**config.mk**
```make
export PLATFORM = sky130hd
export DESIGN_NAME = c_subset_token_classifier_top
export DESIGN_NICKNAME = d
export VERILOG_FILES = /design/src/rtl/ctc_pkg.sv /design/src/rtl/ctc_lexer.sv /design/src/rtl/ctc_outbuf.sv /design/src/rtl/c_subset_token_classifier_top.sv
export SDC_FILE = /design/constraint.sdc
export NUM_CORES = 1
export LEC_CHECK = 0
export BUFFER_PORTS_ARGS = -buffer_cell sky130_fd_sc_hd__clkbuf_2
export CORE_MARGIN = 2
export CORE_UTILIZATION = 45
export DETAILED_ROUTE_END_ITERATION = 7
export HOLD_SLACK_MARGIN = 0.15
export PLACE_DENSITY = 0.68
export SLEW_MARGIN = 20
export SYNTH_ARGS = -nofsm -noshare
export SYNTH_HDL_FRONTEND = slang
export SYNTH_SLANG_ARGS = --single-unit
export TNS_END_PERCENT = 50
```
**constraint.sdc**
```tcl
create_clock -name i_clk -period 4.96 [get_ports i_clk]
set_input_delay 0.496 -clock i_clk [delete_from_list [all_inputs] [get_ports i_clk]]
set_output_delay 0.496 -clock i_clk [all_outputs]
set_load 0.05 [all_outputs]
```
**src/rtl/ctc_pkg.sv**
```systemverilog
// shared types and constants for the c subset token classifier
// result item layout, token class codes and the keyword spelling table
// no dependencies
`default_nettype none

package ctc_pkg;

    localparam int KW_NUM  = 6;
    localparam int KW_COLS = 8;

    localparam logic [2:0] CLS_KEYWORD    = 3'd0;
    localparam logic [2:0] CLS_CONSTANT   = 3'd1;
    localparam logic [2:0] CLS_OPERATOR   = 3'd2;
    localparam logic [2:0] CLS_IDENTIFIER = 3'd3;
    localparam logic [2:0] CLS_INVALID    = 3'd4;

    // char, int, return, if, else, for
    localparam logic [2:0] KW_LEN [KW_NUM] = '{3'd4, 3'd3, 3'd6, 3'd2, 3'd4, 3'd3};

    localparam logic [7:0] KW_TEXT [KW_NUM][KW_COLS] = '{
        '{"c", "h", "a", "r", 8'h00, 8'h00, 8'h00, 8'h00},
        '{"i", "n", "t", 8'h00, 8'h00, 8'h00, 8'h00, 8'h00},
        '{"r", "e", "t", "u", "r", "n", 8'h00, 8'h00},
        '{"i", "f", 8'h00, 8'h00, 8'h00, 8'h00, 8'h00, 8'h00},
        '{"e", "l", "s", "e", 8'h00, 8'h00, 8'h00, 8'h00},
        '{"f", "o", "r", 8'h00, 8'h00, 8'h00, 8'h00, 8'h00}
    };

    typedef struct packed {
        logic       last;
        logic [7:0] opc;
        logic [7:0] len;
        logic [2:0] kwi;
        logic [2:0] cls;
    } t_result;

    typedef struct packed {
        logic [1:0] cnt;
        t_result    res1;
        t_result    res0;
    } t_lex_out;

endpackage

`default_nettype wire

```
**src/rtl/ctc_lexer.sv**
```systemverilog
// token state and per-character classification
// produces up to two result items per character; uses ctc_pkg
`default_nettype none

module ctc_lexer #(
    parameter int LENGTH_BITS = 8
) (
    input  logic              i_clk,
    input  logic              i_rst_n,
    input  logic              i_step,
    input  logic [7:0]        i_char,
    input  logic              i_eol,
    output ctc_pkg::t_lex_out o_lex
);
    import ctc_pkg::*;

    localparam logic [LENGTH_BITS-1:0] LEN_MAX = '1;
    localparam int CW = (LENGTH_BITS > 8) ? LENGTH_BITS : 8;

    logic [LENGTH_BITS-1:0] r_len, n_len;
    logic [KW_NUM-1:0]      r_cand, n_cand;
    logic                   r_digits, n_digits;
    logic                   r_ident, n_ident;

    logic [LENGTH_BITS-1:0] w_app_len;
    logic [KW_NUM-1:0]      w_app_cand;
    logic                   w_app_digits;
    logic                   w_app_ident;
    logic                   w_is_sep, w_is_op, w_is_digit, w_is_alpha;
    logic                   w_have_pend;
    t_result                w_pend_res, w_eol_res, w_op_res;

    function automatic t_result classify(
        input logic [LENGTH_BITS-1:0] len,
        input logic [KW_NUM-1:0]      cand,
        input logic                   digits,
        input logic                   ident
    );
        t_result         res;
        logic            found;
        logic [CW-1:0]   len_ext;
        res     = '0;
        found   = 1'b0;
        len_ext = CW'(len);
        for (int i = 0; i < KW_NUM; i++) begin
            if (!found && cand[i] && len_ext == CW'(KW_LEN[i])) begin
                found   = 1'b1;
                res.kwi = 3'(i);
            end
        end
        if (found) begin
            res.cls = CLS_KEYWORD;
        end else if (digits) begin
            res.cls = CLS_CONSTANT;
        end else if (ident) begin
            res.cls = CLS_IDENTIFIER;
        end else begin
            res.cls = CLS_INVALID;
        end
        res.len = (len_ext > CW'(255)) ? 8'hFF : len_ext[7:0];
        return res;
    endfunction

    always_comb begin
        case (i_char) inside
            " ", ",", ";", "(", ")", "{", "}", "[", "]": w_is_sep = 1'b1;
            default:                                      w_is_sep = 1'b0;
        endcase
        case (i_char) inside
            "+", "-", "*", "/", "%", "<", ">", "=", "!": w_is_op = 1'b1;
            default:                                      w_is_op = 1'b0;
        endcase
        w_is_digit = (i_char inside {["0":"9"]});
        w_is_alpha = (i_char inside {["A":"Z"], ["a":"z"], "_"});
    end

    // state after appending the current character
    always_comb begin
        for (int i = 0; i < KW_NUM; i++) begin
            w_app_cand[i] = r_cand[i] && (CW'(r_len) < CW'(KW_LEN[i])) &&
                            (KW_TEXT[i][r_len[2:0]] == i_char);
        end
        w_app_digits = r_digits && w_is_digit;
        if (r_len == '0) begin
            w_app_ident = w_is_alpha;
        end else begin
            w_app_ident = r_ident && (w_is_alpha || w_is_digit);
        end
        w_app_len = (r_len != LEN_MAX) ? r_len + 1'b1 : r_len;
    end

    always_comb begin
        w_have_pend = (r_len != '0);
        w_pend_res  = classify(r_len, r_cand, r_digits, r_ident);
        w_eol_res   = classify(w_app_len, w_app_cand, w_app_digits, w_app_ident);
        w_eol_res.last = 1'b1;
        w_op_res      = '0;
        w_op_res.cls  = CLS_OPERATOR;
        w_op_res.len  = 8'd1;
        w_op_res.opc  = i_char;
        w_op_res.last = 1'b1;

        o_lex    = '0;
        n_len    = '0;
        n_cand   = '1;
        n_digits = 1'b1;
        n_ident  = 1'b1;
        if (w_is_sep) begin
            o_lex.cnt       = {1'b0, w_have_pend};
            o_lex.res0      = w_pend_res;
            o_lex.res0.last = 1'b1;
        end else if (w_is_op) begin
            if (w_have_pend) begin
                o_lex.cnt  = 2'd2;
                o_lex.res0 = w_pend_res;
                o_lex.res1 = w_op_res;
            end else begin
                o_lex.cnt  = 2'd1;
                o_lex.res0 = w_op_res;
            end
        end else if (i_eol) begin
            o_lex.cnt  = 2'd1;
            o_lex.res0 = w_eol_res;
        end else begin
            n_len    = w_app_len;
            n_cand   = w_app_cand;
            n_digits = w_app_digits;
            n_ident  = w_app_ident;
        end
    end

    always_ff @(posedge i_clk) begin
        if (!i_rst_n) begin
            r_len    <= '0;
            r_cand   <= '1;
            r_digits <= 1'b1;
            r_ident  <= 1'b1;
        end else if (i_step) begin
            r_len    <= n_len;
            r_cand   <= n_cand;
            r_digits <= n_digits;
            r_ident  <= n_ident;
        end
    end

endmodule

`default_nettype wire

```
**src/rtl/ctc_outbuf.sv**
```systemverilog
// two-slot result register feeding the output stream
// holds the one or two result items of a character; uses ctc_pkg
`default_nettype none

module ctc_outbuf (
    input  logic              i_clk,
    input  logic              i_rst_n,
    input  logic              i_load,
    input  ctc_pkg::t_lex_out i_lex,
    input  logic              i_ready,
    output logic              o_valid,
    output ctc_pkg::t_result  o_res,
    output logic              o_can_take
);
    import ctc_pkg::*;

    logic [1:0] r_cnt, n_cnt;
    t_result    r_slot0, r_slot1;
    logic       w_pop;

    assign o_valid    = (r_cnt != 2'd0);
    assign o_res      = r_slot0;
    assign w_pop      = o_valid && i_ready;
    assign o_can_take = (r_cnt == 2'd0) || ((r_cnt == 2'd1) && i_ready);

    always_comb begin
        if (i_load) begin
            n_cnt = i_lex.cnt;
        end else if (w_pop) begin
            n_cnt = r_cnt - 2'd1;
        end else begin
            n_cnt = r_cnt;
        end
    end

    always_ff @(posedge i_clk) begin
        if (!i_rst_n) begin
            r_cnt <= 2'd0;
        end else begin
            r_cnt <= n_cnt;
        end
    end

    always_ff @(posedge i_clk) begin
        if (i_load) begin
            r_slot0 <= i_lex.res0;
            r_slot1 <= i_lex.res1;
        end else if (w_pop) begin
            r_slot0 <= r_slot1;
        end
    end

endmodule

`default_nettype wire

```
**src/rtl/c_subset_token_classifier_top.sv**
```systemverilog
// top level of the c subset token classifier
// input register, ctc_lexer and ctc_outbuf; uses ctc_pkg
//
// channel  dir  tdata fields (lsb up)                          tlast
// s        in   char_code[7:0]                                  end_of_line
// m        out  token_class[2:0] keyword_index[5:3]             last_of_run
//               token_length[13:6] operator_char[21:14] pad
//
// one character per cycle when m does not stall; a character that closes a pending token and
// is itself an operator yields two items, and the input holds until the slots can take more
// items, as m sends one item at a time; characters pass the input register, then the
// result slots. reset clears the token state and both registers at once, no clearing pass.
// a stall on m fills the result slots, then the input register, then drops s tready.
`default_nettype none

module c_subset_token_classifier_top #(
    parameter int LENGTH_BITS = 8
) (
    input  logic        i_clk,
    input  logic        i_rst_n,
    input  logic        i_s_tvalid,
    output logic        o_s_tready,
    input  logic [7:0]  i_s_tdata,   // char_code
    input  logic        i_s_tlast,
    output logic        o_m_tvalid,
    input  logic        i_m_tready,
    output logic [23:0] o_m_tdata,   // token_class, keyword_index, token_length, operator_char
    output logic        o_m_tlast
);
    import ctc_pkg::*;

    logic       r_in_valid;
    logic [7:0] r_in_char;
    logic       r_in_eol;
    logic       w_adv;
    logic       w_load;
    logic       w_can_take;
    t_lex_out   w_lex;
    t_result    w_res;

    assign w_adv      = r_in_valid && (w_can_take || (w_lex.cnt == 2'd0));
    assign w_load     = w_adv && (w_lex.cnt != 2'd0);
    assign o_s_tready = !r_in_valid || w_adv;

    always_ff @(posedge i_clk) begin
        if (!i_rst_n) begin
            r_in_valid <= 1'b0;
        end else if (o_s_tready) begin
            r_in_valid <= i_s_tvalid;
        end
    end

    always_ff @(posedge i_clk) begin
        if (o_s_tready && i_s_tvalid) begin
            r_in_char <= i_s_tdata;
            r_in_eol  <= i_s_tlast;
        end
    end

    ctc_lexer #(
        .LENGTH_BITS(LENGTH_BITS)
    ) u_lexer (
        .i_clk  (i_clk),
        .i_rst_n(i_rst_n),
        .i_step (w_adv),
        .i_char (r_in_char),
        .i_eol  (r_in_eol),
        .o_lex  (w_lex)
    );

    ctc_outbuf u_outbuf (
        .i_clk     (i_clk),
        .i_rst_n   (i_rst_n),
        .i_load    (w_load),
        .i_lex     (w_lex),
        .i_ready   (i_m_tready),
        .o_valid   (o_m_tvalid),
        .o_res     (w_res),
        .o_can_take(w_can_take)
    );

    assign o_m_tdata = {2'b00, w_res.opc, w_res.len, w_res.kwi, w_res.cls};
    assign o_m_tlast = w_res.last;

    a_load_fits: assert property (@(posedge i_clk) disable iff (!i_rst_n)
        w_load |-> w_can_take)
        else $error("result slots overrun");

    a_second_follows: assert property (@(posedge i_clk) disable iff (!i_rst_n)
        (o_m_tvalid && i_m_tready && !o_m_tlast) |=> o_m_tvalid)
        else $error("second item of a character missing");

    a_class_range: assert property (@(posedge i_clk) disable iff (!i_rst_n)
        o_m_tvalid |-> (o_m_tdata[2:0] <= CLS_INVALID))
        else $error("token class out of range");

    a_operator_form: assert property (@(posedge i_clk) disable iff (!i_rst_n)
        (o_m_tvalid && o_m_tdata[2:0] == CLS_OPERATOR) |->
            (o_m_tdata[13:6] == 8'd1 && o_m_tdata[21:14] != 8'd0 && o_m_tlast))
        else $error("malformed operator item");

endmodule

`default_nettype wire
```
* Word level (Yosys, flattened, before mapping)
Memories as Yosys holds them, arrays and structs flattened.
Index checks and enable logic that the tools add are counted.
** Storage, ports and cells
- Flip-flop bits (word level) :: 74
- Memory bits (read-only) :: 384
- Input port bits :: 13
- Output and inout port bits :: 27
- Logic and storage cells :: 219
- Memories :: 6
** Memory list
- (no name shown) :: words 8, bits a word 8, rd ports 1, clocked after Yosys merged registers in 0, write ports 0, RTL line ctc_lexer.sv:81 : (KW_TEXT[i][r_len[2:0]] == i_char);
- (no name shown) :: words 8, bits a word 8, rd ports 1, clocked after Yosys merged registers in 0, write ports 0, RTL line ctc_lexer.sv:81
- (no name shown) :: words 8, bits a word 8, rd ports 1, clocked after Yosys merged registers in 0, write ports 0, RTL line ctc_lexer.sv:81
- (no name shown) :: words 8, bits a word 8, rd ports 1, clocked after Yosys merged registers in 0, write ports 0, RTL line ctc_lexer.sv:81
- (no name shown) :: words 8, bits a word 8, rd ports 1, clocked after Yosys merged registers in 0, write ports 0, RTL line ctc_lexer.sv:81
- (no name shown) :: words 8, bits a word 8, rd ports 1, clocked after Yosys merged registers in 0, write ports 0, RTL line ctc_lexer.sv:81
** Operators by class
- Add/subtract/negate cells :: 2
- Magnitude comparators :: 13
- Eq/ne operators :: 35
- Multiplexer cells :: 71
- Bitwise gates (word level) :: 3
- Reductions and logical operators :: 71
** Operators with widths (count)
- 23-bit 2-to-1 mux :: 7
- 8-bit 2-to-1 mux :: 18
- 8-bit by 6-bit equality test with 1-bit output (second input constant) :: 14
- 8-bit equality test :: 6
- 1-bit logical AND :: 44
- 8-bit by 7-bit equality test with 1-bit output (second input constant) :: 5
- 8-bit by 2-bit equality test with 1-bit output (second input constant) :: 4
- 8-bit by 3-bit equality test with 1-bit output (second input constant) :: 4
- 3-bit 2-to-1 mux :: 10
- 1-bit 2-to-1 mux :: 24
- 2-bit 2-to-1 mux :: 9
- 6-bit 2-to-1 mux :: 3
- 9-bit OR reduction :: 2
- 8-bit by 7-bit greater-or-equal comparator with 1-bit output (second input constant) :: 2
- 8-bit > comparator (second input constant) :: 2
- 8-bit by 7-bit <= comparator with 1-bit output (second input constant) :: 2
- 8-bit by 2-bit < comparator with 1-bit output (second input constant) :: 2
- 8-bit by 3-bit < comparator with 1-bit output (second input constant) :: 2
- 1-bit zero test :: 11
- 8-bit by 1-bit adder with 8-bit output (second input constant) :: 1
- 8-bit by 6-bit greater-or-equal comparator with 1-bit output (second input constant) :: 1
- 8-bit by 6-bit <= comparator with 1-bit output (second input constant) :: 1
- 8-bit zero test :: 1
- 8-bit != test (second input constant) :: 1
- other kinds (12) :: 19

* Depth between registers and ports, before layout
- Depth after elaboration :: 33
- Depth in mapped cells :: 12
- Depth with buffers taken out :: 10

* Cells and area by module
From an unflattened synthesis, not the netlist that was laid out.
** Second synthesis, totals
- Cell total of the unflattened synthesis :: 485
- Area, all modules :: 4725.8 um2
** By module, submodules not included
- ctc_lexer :: instances 1, cells an instance 372, area an instance 2459.9 um2
- ctc_outbuf :: instances 1, cells an instance 91, area an instance 1905.6 um2
- c_subset_token_classifier_top :: instances 1, cells an instance 22, area an instance 360.3 um2

* Least setup slack after synthesis
Ideal clock, no wire load.
- Kind :: register to register
- Start point :: register u_lexer.r_len[0]
- End point :: register u_outbuf.r_slot0, in the netlist u_outbuf.o_res[2] (data pin)
- Library setup time :: 0.268 ns
- Arrival time :: 2.672 ns
- Data required time :: 4.692 ns
- Setup slack :: 2.020 ns
- Stages on the path, launching flop included :: 11
- Path buffers :: 2
- Period minus slack after synthesis :: 2.940 ns
- Cells stage by stage :: dfxtp_1 -> clkbuf_1 -> inv_1 -> ha_1 -> clkbuf_1 -> o21ai_1 -> or4_1 -> nor4b_1 -> a2111o_1 -> or4b_1 -> o311ai_1
** Between the ends
- Word-level cells in the longest chain between the ends :: 33
** RTL lines
- start, declared :: RTL line ctc_lexer.sv:20 : logic [LENGTH_BITS-1:0] r_len, n_len;
- start signal, assigned :: RTL line ctc_lexer.sv:139 : r_len <= n_len;
- 3-bit inverter with 4-bit output (implied by the code) :: RTL line ctc_lexer.sv:81
- memory read 8 x 8 bit
- 8-bit 2-to-1 mux (implied by the code) (2 in a row) :: RTL line ctc_lexer.sv:81
- 8-bit equality test :: RTL line ctc_lexer.sv:81
- 1-bit logical AND :: RTL line ctc_lexer.sv:80 : w_app_cand[i] = r_cand[i] && (CW'(r_len) < CW'(KW_LEN[i])) &&
- 1-bit logical AND :: RTL line ctc_lexer.sv:46 : if (!found && cand[i] && len_ext == CW'(KW_LEN[i])) begin
- 1-bit 2-to-1 mux :: RTL line ctc_lexer.sv:46
- 1-bit zero test :: RTL line ctc_lexer.sv:46
- [... 15 more ...]
- 1-bit zero test :: RTL line ctc_lexer.sv:46
- 1-bit logical AND (2 in a row) :: RTL line ctc_lexer.sv:46
- 1-bit 2-to-1 mux :: RTL line ctc_lexer.sv:46
- 3-bit 2-to-1 mux :: RTL line ctc_lexer.sv:51 : if (found) begin
- 23-bit 2-to-1 mux :: RTL line ctc_lexer.sv:121 : end else if (i_eol) begin
- 23-bit 2-to-1 mux :: RTL line ctc_lexer.sv:112 : end else if (w_is_op) begin
- 23-bit 2-to-1 mux :: RTL line ctc_lexer.sv:108 : if (w_is_sep) begin
- 23-bit 2-to-1 mux (*) :: RTL line ctc_outbuf.sv:45 : if (i_load) begin
- end signal, assigned :: RTL line ctc_outbuf.sv:46 : r_slot0 <= i_lex.res0;
- end signal, assigned :: RTL line ctc_outbuf.sv:49 : r_slot0 <= r_slot1;
- end, declared :: RTL line ctc_outbuf.sv:18 : t_result r_slot0, r_slot1;
Mark *: on every way between the ends. The rest lies on a longest branch, timed or not. The select of a mux whose other input is x is not followed.
A chain may end at the register's enable or synchronous reset.

* Worst setup path in the final report
- Start point :: register r_in_char[1]
- End point :: output o_s_tready
** Between the ends
- Word-level cells in the longest chain between the ends :: 9
** RTL lines
- start, declared :: RTL line c_subset_token_classifier_top.sv:33 : logic [7:0] r_in_char;
- start signal, assigned :: RTL line c_subset_token_classifier_top.sv:55 : r_in_char <= i_s_tdata;
- 8-bit by 6-bit equality test with 1-bit output (no line)
- 9-bit OR reduction :: RTL line ctc_lexer.sv:69 : case (i_char) inside
- 1-bit 2-to-1 mux :: RTL line ctc_lexer.sv:69
- 2-bit 2-to-1 mux :: RTL line ctc_lexer.sv:112
- 2-bit 2-to-1 mux (*) :: RTL line ctc_lexer.sv:108
- 2-bit zero test (*) :: RTL line c_subset_token_classifier_top.sv:41 : assign w_adv = r_in_valid && (w_can_take || (w_lex.cnt == 2'd0));
- 1-bit logical OR (*) :: RTL line c_subset_token_classifier_top.sv:41
- 1-bit logical AND (*) :: RTL line c_subset_token_classifier_top.sv:41
- 1-bit logical OR (*) :: RTL line c_subset_token_classifier_top.sv:43 : assign o_s_tready = !r_in_valid || w_adv;
- end, declared :: RTL line c_subset_token_classifier_top.sv:22 : output logic o_s_tready,
Mark *: on every way between the ends. The rest lies on a longest branch, timed or not.

==> results.md <==
* Register bit count reported by yosys at 60
* Largest net degree at the start of global routing at 36
* Starting density of the core at 46.25%
* Routed Antenna Nets at 0
* Area growth, synth to finish at 9.632%
* Setup crit start kind: flop
* CP Buf/Inv Count at 2
* Drt pass-1 iters at 6
* Final design utilization at 50.71%
* GP Congestion at 0.9997
* Number of global-route vias before repair at 3316
* Max clock buf depth at 2
* Number of diodes at 0
* RSZ-0062 raised after global routing: no
* WL/cell at 17.96 um
* Die Footprint at 9691 sq um
* Commonest cells after routing, fill and taps aside: nand2_1, edfxtp_1, nand3_1, clkbuf_2, nor2_1
* Min Tclk post-route at 3714 ps
* DRT iter0 DRCs at 369
* Setup TNS at 0 ps
* Clock-pin transition on the worst setup and hold timing paths at 70 ps
* Top cells by area, synth: edfxtp_1, dfxtp_1, nand3_1
* Root Buffer Master: clkbuf_8
* Design area at 4400 sq um
* Tot GR Track Use at 21.77%
* Vias/cell at 6.151
* Total Wirelength at 10.38 mm
* F_max at 269.3 MHz
* Final WS setup at 1246 ps
* # rows at 34
* Final clock skew at 8.972 ps
* Slew @ Worst Pin at 971.5 ps
* Synth async-reset ratio at 0%
* Synth Flop Type: edfxtp_1
* Clock Sinks at 60
* Synth Cell Area at 4014 sq um
* Global-route wire length before repair at 16.99 mm
* CTS tree: done
* Largest stage delay on the critical path at 870 ps
* Mean Syn Cell Area at 9.020 sq um
* Max VDD drop at 129.7 uV
* Crit path DAT at 3220 ps
* Clock Latency Late Sink at 340 ps
* Critical path's slowest cell: edfxtp_1
* Worst Hold Class: primary input to flop
* IO Count at 40
* Seq/Total Area, Yosys at 40.15%
* Period utilisation layout at 74.87%
* Nets@finish at 488
* H-tree levels at 3
* Pins Over Slew Limit at 0
* Commonest non-fill, non-tap cell in the layout: nand2_1
* PwrDens at 333.3 nW/um^2
* Outcome: finished, final reports clean
* # hold bufs at CTS at 0
* Share of cells above drive strength 1 at 17.23%
* Max_slew headroom at 33.56%
* Distinct cells, synth at 80
* Core area at 8678 sq um
* Initial antenna violation count at 0
* MaxCap Viol Count at 0
* CP delay by family, top: simple AND/OR/NAND/NOR gates
* Chip width at 98.45 um
* Post-CTS setup repair buffer count at 0
* Synth area leader: edfxtp_1
* Worst setup path category: flop to output pin
* Worst Path Required at 4460 ps
* Vias at 3555
* Post-Syn Instances at 445
* HPWL after detailed placement at 7.390 mm
* Final setup vio count at 0
* Final Hold Fails at 0
* Leakage at 1.553 nW
* TritonCTS Buffers at 9
* Cell Area, Placed at 4167 sq um
* Drt drc at 0
* Input/output buffers at 37
* Ys Warns at 0
* Sequence of cells on the critical path: nand2b_1, a211o_1, a22oi_2, buf_4, nor2b_4, nor3_1, nand2_1, clkbuf_2
* Critical-path maximum fanout at 24
* Post-synth top area share at 30.67%
* # resized after CTS at 0
* Placement Setup Slack at 1514 ps
* Die height at 98.45 um
* Number of flops mapped to enable cells by yosys at 41
* Congestion Overflow GR at 0
* Setup crit end kind: output pin
[power by group]
group | switching, mW | internal [mW]
clock | 0.212 | 0.285
combinational | 0.251 | 0.0885
sequential | 0.0367 | 0.594
total | 0.499 | 0.968
[stage by stage]
step           power, mW  std cells  hold slack (ps)
2_1_floorplan     0.9037        448            456.2
3_3_place_gp      0.9709        561            490.1
3_5_place_dp      0.9777        561            492.8
4_1_cts            1.472        577            315.5
5_1_grt            1.528        578            313.8
6_report           1.467        578            324.8
[synth_stat cells (6+ instances only)]
| cell type | count |
|---|---|
| nand2b_1 | 10 |
| nor3b_1 | 6 |
| a21oi_1 | 22 |
| and3_1 | 9 |
| ha_1 | 10 |
| o21ai_0 | 14 |
| nor2b_1 | 11 |
| buf_2 | 17 |
| nand4_1 | 9 |
| nor3_1 | 12 |
| buf_4 | 7 |
| o21ai_1 | 10 |
| dfxtp_1 | 19 |
| xnor2_1 | 10 |
| clkbuf_1 | 8 |
| inv_1 | 10 |
| nand2_1 | 46 |
| nand3_1 | 37 |
| edfxtp_1 | 41 |
| nor2_1 | 23 |
| and2_1 | 8 |
[registers in the layout, summed over array words and instances, names as in the netlist]
name              cells
u_outbuf.r_cnt        2
u_outbuf.r_slot1      9
r_in_valid            1
u_lexer.r_len         8
u_outbuf.o_res       23
u_lexer.r_ident       1
r_in_eol              1
r_in_char             8
u_lexer.r_digits      1
u_lexer.r_cand        6
[layer usage]
layer  global-route usage, %  wire [um]  share of wire, %
met1                   28.72       4568                44
met4                   8.746        349               3.4
met2                   35.95       4868                47
met3                   3.404        591               5.7
met5                       0          0                 0
[worst paths after layout]
| kind | start | to | cells after the start | slack (ps) |
|---|---|---|---|---|
| max | r_in_char[1] | o_s_tready | 8 | 1250 |
| min reg2reg | u_outbuf.r_slot1[15] | u_outbuf.o_res[15] | 2 | 500 |
| max reg2reg | u_lexer.r_len[1] | u_outbuf.o_res[1] | 9 | 1470 |
| min | i_s_tdata[4] | r_in_char[4] | 1 | 320 |
[cell type report]
cell class | instances | area (sq um)
timing repair buffer | 43 | 234.0
fill | 824 | 4278
tap | 108 | 135.1
clock buffer | 9 | 123.9
clock inverter | 7 | 98.84
sequential | 60 | 1612
inverter | 14 | 52.55
multi-input combinational | 337 | 2145
[worst register-to-register path, stage by stage, from the launching register on]
cell      delay [ps]
dfxtp_1          680
inv_1            310
ha_1             510
nor2_1           180
a21oi_1           70
o311ai_0         470
nand4_1          330
o221ai_1         350
nor4b_1          120
o221a_1          230
[logic make-up after synthesis]
family	after synthesis	share of synthesized area [%]
AOI/OAI and AO/OA	107	19.30
DFF	60	40.15
muxes	2	0.5299
buffers and inverters	51	6.702
other	1	0.09343
and+or+nand+nor	201	27.21
xor gates and xnor gates	12	2.618
adders and majority gates	11	3.398
Note: power is estimated with default switching activity, not from simulation.
